File: src/rtl/hfq_pkg.sv
package hfq_pkg;

  localparam int ADDR_W      = 16;
  localparam int STORE_DEPTH = 1 << ADDR_W;
  localparam int CELL_W      = 8;
  localparam int SIDE_W      = 9;
  localparam int MAX_SIDE    = 256;
  localparam int SPACE_W     = 16;
  localparam int COORD_W     = 24;
  localparam int PIX_W       = 32;
  localparam int HEIGHT_W    = 22;
  localparam int ACC_W       = SPACE_W + CELL_W;
  localparam int DSR_W       = 20;
  localparam int CNT_W       = 5;
  localparam int FRAC_SHIFT  = 17;
  localparam int FIN_W       = ACC_W + FRAC_SHIFT;

  localparam logic [CNT_W-1:0] COORD_STEPS = CNT_W'(COORD_W);
  localparam logic [CNT_W-1:0] FIN_STEPS   = CNT_W'(HEIGHT_W);

  localparam int CFG_IDX_W  = 2;
  localparam int CFG_DATA_W = 16;
  localparam logic [CFG_IDX_W-1:0] CFG_ACROSS  = 2'd0;
  localparam logic [CFG_IDX_W-1:0] CFG_DEEP    = 2'd1;
  localparam logic [CFG_IDX_W-1:0] CFG_SPACING = 2'd2;

  localparam logic CMD_LOAD  = 1'b0;
  localparam logic CMD_QUERY = 1'b1;

  typedef struct packed {
    logic                command;
    logic [ADDR_W-1:0]   pixel_address;
    logic [PIX_W-1:0]    pixel_word;
    logic [COORD_W-1:0]  query_x;
    logic [COORD_W-1:0]  query_z;
  } hfq_in_t;

  typedef struct packed {
    logic [HEIGHT_W-1:0] surface_height;
    logic                outside_grid;
  } hfq_out_t;

  typedef struct packed {
    logic                start;
    logic [DSR_W-1:0]    divisor;
    logic [DSR_W-1:0]    rem_init;
    logic [COORD_W-1:0]  dividend;
    logic [CNT_W-1:0]    steps;
  } div_req_t;

  typedef struct packed {
    logic                done;
    logic [COORD_W-1:0]  quot;
    logic [DSR_W-1:0]    rem;
  } div_rsp_t;

endpackage

File: src/rtl/hfq_div.sv
module hfq_div (
  input  logic              clk,
  input  logic              rst_n,
  input  hfq_pkg::div_req_t req,
  output hfq_pkg::div_rsp_t rsp
);
  import hfq_pkg::*;

  logic [DSR_W-1:0]   rem_r;
  logic [DSR_W-1:0]   dsr_r;
  logic [COORD_W-1:0] dq_r;
  logic [CNT_W-1:0]   cnt_r;
  logic               busy_r;
  logic [DSR_W:0]     shifted;
  logic [DSR_W:0]     trial;
  logic               fits;

  assign shifted = {rem_r, dq_r[COORD_W-1]};
  assign fits    = shifted >= {1'b0, dsr_r};
  assign trial   = shifted - {1'b0, dsr_r};

  always_ff @(posedge clk) begin
    if (!rst_n) begin
      busy_r <= 1'b0;
      cnt_r  <= '0;
    end else if (req.start) begin
      busy_r <= 1'b1;
      cnt_r  <= req.steps;
    end else if (busy_r) begin
      cnt_r <= cnt_r - CNT_W'(1);
      if (cnt_r == CNT_W'(1)) begin
        busy_r <= 1'b0;
      end
    end
  end

  always_ff @(posedge clk) begin
    if (req.start) begin
      rem_r <= req.rem_init;
      dsr_r <= req.divisor;
      dq_r  <= req.dividend;
    end else if (busy_r) begin
      rem_r <= fits ? trial[DSR_W-1:0] : shifted[DSR_W-1:0];
      dq_r  <= {dq_r[COORD_W-2:0], fits};
    end
  end

  assign rsp.done = busy_r && (cnt_r == CNT_W'(1));
  assign rsp.quot = dq_r;
  assign rsp.rem  = rem_r;

endmodule

File: config.mk
export PLATFORM = sky130hd
export DESIGN_NAME = hfq_div
export DESIGN_NICKNAME = d
export VERILOG_FILES = /design/src/rtl/hfq_pkg.sv /design/src/rtl/hfq_div.sv
export SDC_FILE = /design/constraint.sdc
export NUM_CORES = 1
export LEC_CHECK = 0
export ABC_AREA = 1
export BUFFER_PORTS_ARGS = -buffer_cell sky130_fd_sc_hd__buf_2
export CAP_MARGIN = 25
export CORE_MARGIN = 8
export CORE_UTILIZATION = 30
export CTS_BUF_LIST = sky130_fd_sc_hd__clkbuf_4 sky130_fd_sc_hd__clkbuf_8 sky130_fd_sc_hd__clkbuf_16
export CTS_CLUSTER_DIAMETER = 60
export DETAILED_ROUTE_END_ITERATION = 8
export SYNTH_ARGS = -nofsm -noshare
export SYNTH_HDL_FRONTEND = slang
export SYNTH_SLANG_ARGS = --single-unit
export TNS_END_PERCENT = 5
File: constraint.sdc
create_clock -name clk -period 2.12 [get_ports clk]
set_input_delay 0.106 -clock clk [delete_from_list [all_inputs] [get_ports clk]]
set_output_delay 0.106 -clock clk [all_outputs]
set_load 0.03 [all_outputs]
==> impl_metrics.tcl <==
set metrics [dict create \
    ir_worst_vdd_uv 469 \
    critPathLaunchType "flip-flop" \
    drive_gt1_share_pct 32.1 \
    power_frac_comb_pct 45.6 \
    numPlacedInstances 932 \
    core_region_area_um2 15000 \
    nFillCells 1555 \
    startpoint "rem_r[9]" \
    yosysUniqueCellTypes 33 \
    worst_slack_ps 3.30 \
    crit_path_end_kind "flip-flop" \
    cts_buffers 9 \
    fp-row-count 45 \
    cts_tree "built" \
    grt_pass1_wl_um 22800 \
    rrSetupSlack_ps 3 \
    grt_pass1_vias 4648 \
    layout_common_cells "nand2_1 (240), buf_2 (116), inv_1 (79)" \
    crit_path_top_delay_cell "edfxtp_1" \
    worst_r2r_startpoint "rem_r[9]" \
    grt-ovfl-total 0 \
    htreeDepth 3 \
    dieArea_um2 19300 \
    io-pin-count 117 \
    power_frac_clock_pct 24.2 \
    vias 4489 \
    die_h_um 139 \
    met3_usage_pct 4.92 \
    hold_violations 0 \
    cts_buffer_depth 2 \
    skew_ps 7.07 \
    synthCells 597 \
    fin_crit_sh_pct 99.8 \
    layout.cells.non_filler 977 \
    drtIter0Drc 168 \
    seqPwrFrac_pct 30.2 \
    dpl_worst_slack_ps -97.7 \
    finalCriticalPeriod_ps 2120 \
    use_met1_pct 17.4 \
    p_sw_share_pct 37.5 \
    hold_end "rem_r[12]" \
    setup_viol 0 \
    layout_commonest_cell "nand2_1" \
    antenna_found_initial 1 \
    fin_total_pwr_uw 6190 \
    cellPowerDensity_nw_per_um2 947 \
    clkLatencyLatePin_ps 340 \
    place.gp.congestion 0.891 \
    grt_max_degree 44 \
    outcome "completed" \
    initial_core_util_pct 30.4 \
    avgViaCountPerCell 4.59 \
    wirelength_um 14100 \
    cp_top_family "simple AND/OR/NAND/NOR gates" \
    rsz0062_at_grt "true" \
    dr.pass1.iters 5 \
    drv_cap 0 \
    cts_num_sinks 70 \
    die_x_um 139 \
    nNetsFinal 879 \
    avgSynthCellArea_um2 7.61 \
    crit_type "flip-flop to flip-flop" \
    clkTransAtPathRegs_ps 60 \
    ys_ff_latch 70 \
    use_met2_pct 24.1 \
    p_leak_uw 0.00329 \
    hp-start "req[41]" \
    root_buffer "clkbuf_16" \
    fmax_ghz 0.472 \
    crit_buf_inv 2 \
    finalHoldWorstSlack_ps 28.8 \
    netlist_area_um2 4550 \
    grt_usage_pct 14.6 \
    syn2layout_area_growth_pct 43.8 \
    yosysSeqAreaShare_pct 44.9 \
    synth_fp_nets 692 \
    crit_path_frequent_cell "nand2_1" \
    rr_endpoint "rem_r[8]" \
    drv_slew 0 \
    drc_errors 0 \
    busiest_layer "met2" \
    intPower_uw 3870 \
    ys_warn_count 0 \
    r2r_cells 13 \
    post_drt_wl_per_cell_um 14.4 \
    worst_slew_pin_slew_ps 500 \
    arrival_ps 2210 \
    max_slew_margin_pct 66.6 \
    worstPathMaxFanout 6 \
    hold_path_class "input port to flip-flop" \
    required_ps 2210 \
    io_buffer_count 116 \
    finalSetupTns_ps 0 \
    ant_nets 0 \
    slowest_delay_ps 440 \
    p_sw_uw 2320 \
    place_hpwl_um 10500 \
    n_antenna_cell 0 \
    crit_path_cell_trace "ha_4 -> nand2_1 -> inv_2 -> nand2_1 -> nor2_2 -> nand2_1 -> nor2_2 -> nor2_4 -> nand2_4 -> clkbuf_16 -> nand2_2 -> nand3_1 -> nand2_1" \
    hold_depth 3 \
]
==> cell usage after synthesis, drive strengths merged <==
library cell,number,area (um2)
nand4,5,31.3
o211ai,1,7.51
a21oi,14,73.8
ha,22,275
nand3,38,195
xnor2,5,43.8
fa,1,20.0
o221ai,1,8.76
a22oi,1,7.51
edfxtp,64,1920
or2,1,6.26
nor4,1,6.26
clkbuf,8,30.0
inv,90,338
nor2,30,123
o21ai,7,35.0
nand2,260,991
nor3,4,25.0
o21a,1,7.51
dfxtp,6,120
nand3b,21,158
buf,8,61.3
a31oi,4,25.0
xor2,4,35.0
==> cells by family after synthesis <==
kind of cell	after synthesis	share of synthesized area (%)
xor gates and xnor gates	9	1.73
buffers and inverters	106	9.44
adders and majority gates	23	6.50
and+or+nand+nor	360	33.8
AOI/OAI and AO/OA	29	3.63
DFF	70	44.9
==> routing by layer <==
layer | part of all wire [%] | routed length (um)
met1 | 45 | 6280
met4 | 2.0 | 284
met5 | 0.092 | 13
met2 | 46 | 6550
met3 | 7.0 | 984
==> worst reg2reg max path: stages (launching register included) <==
cell	delay, ps
edfxtp_1	440
ha_4	320
nand2_1	80
inv_2	60
nand2_1	70
nor2_2	130
nand2_1	80
nor2_2	160
nor2_4	70
nand2_4	100
clkbuf_16	170
nand2_2	50
nand3_1	80
nand2_1	50
==> layout make-up <==
cell class,instances,area (um2),share of cell area (%)
clock buffer,11,240,3.67
clock inverter,5,50.0,0.766
inverter,90,340,5.21
multi-input combinational,421,2380,36.4
sequential,70,2040,31.2
tap,188,235,3.60
timing repair buffer,192,1250,19.1
==> how the worst max path moves through the flow <==
stage / endpoint / cells past startpoint
final: rem_r[8] / 13
after global routing: rem_r[2] / 11
after CTS: rem_r[18] / 13
after detailed placement: rem_r[16] / 14
after global placement: rem_r[16] / 14
after floorplan: rem_r[16] / 14
==> stage by stage <==
| stage | utilization [%] | area [um2] |
|---|---|---|
| 2_1_floorplan | - | 4550 |
| 3_3_place_gp | 37.6 | 5640 |
| 3_5_place_dp | 37.6 | 5640 |
| 4_1_cts | 42.1 | 6310 |
| 5_1_grt | 43.7 | 6540 |
| 6_report | 43.7 | 6540 |
==> state kept, by name, summed over array words and instances (netlist names) <==
name,count
rem_r,20
dsr_r,20
dq_r,24
busy_r,1
cnt_r,5
==> power groups by stage <==
stage	logic, uW	registers [uW]	clock network, uW
4_1_cts	2610	1850	1540
3_3_place_gp	2450	1860	0
2_1_floorplan	1320	2140	0
5_1_grt	3130	1900	1590
6_report	2820	1870	1490
3_5_place_dp	2460	1860	0
==> repair_timing <==
item,CTS,global route
buffers inserted,3,4
hold endpoints to repair,22,0
cloned,0,1
resized for setup,24,31
endpoints found under the setup margin,19,20
hold buffers,21,0
pin swaps,6,27
(Power assumes the default switching activity.)
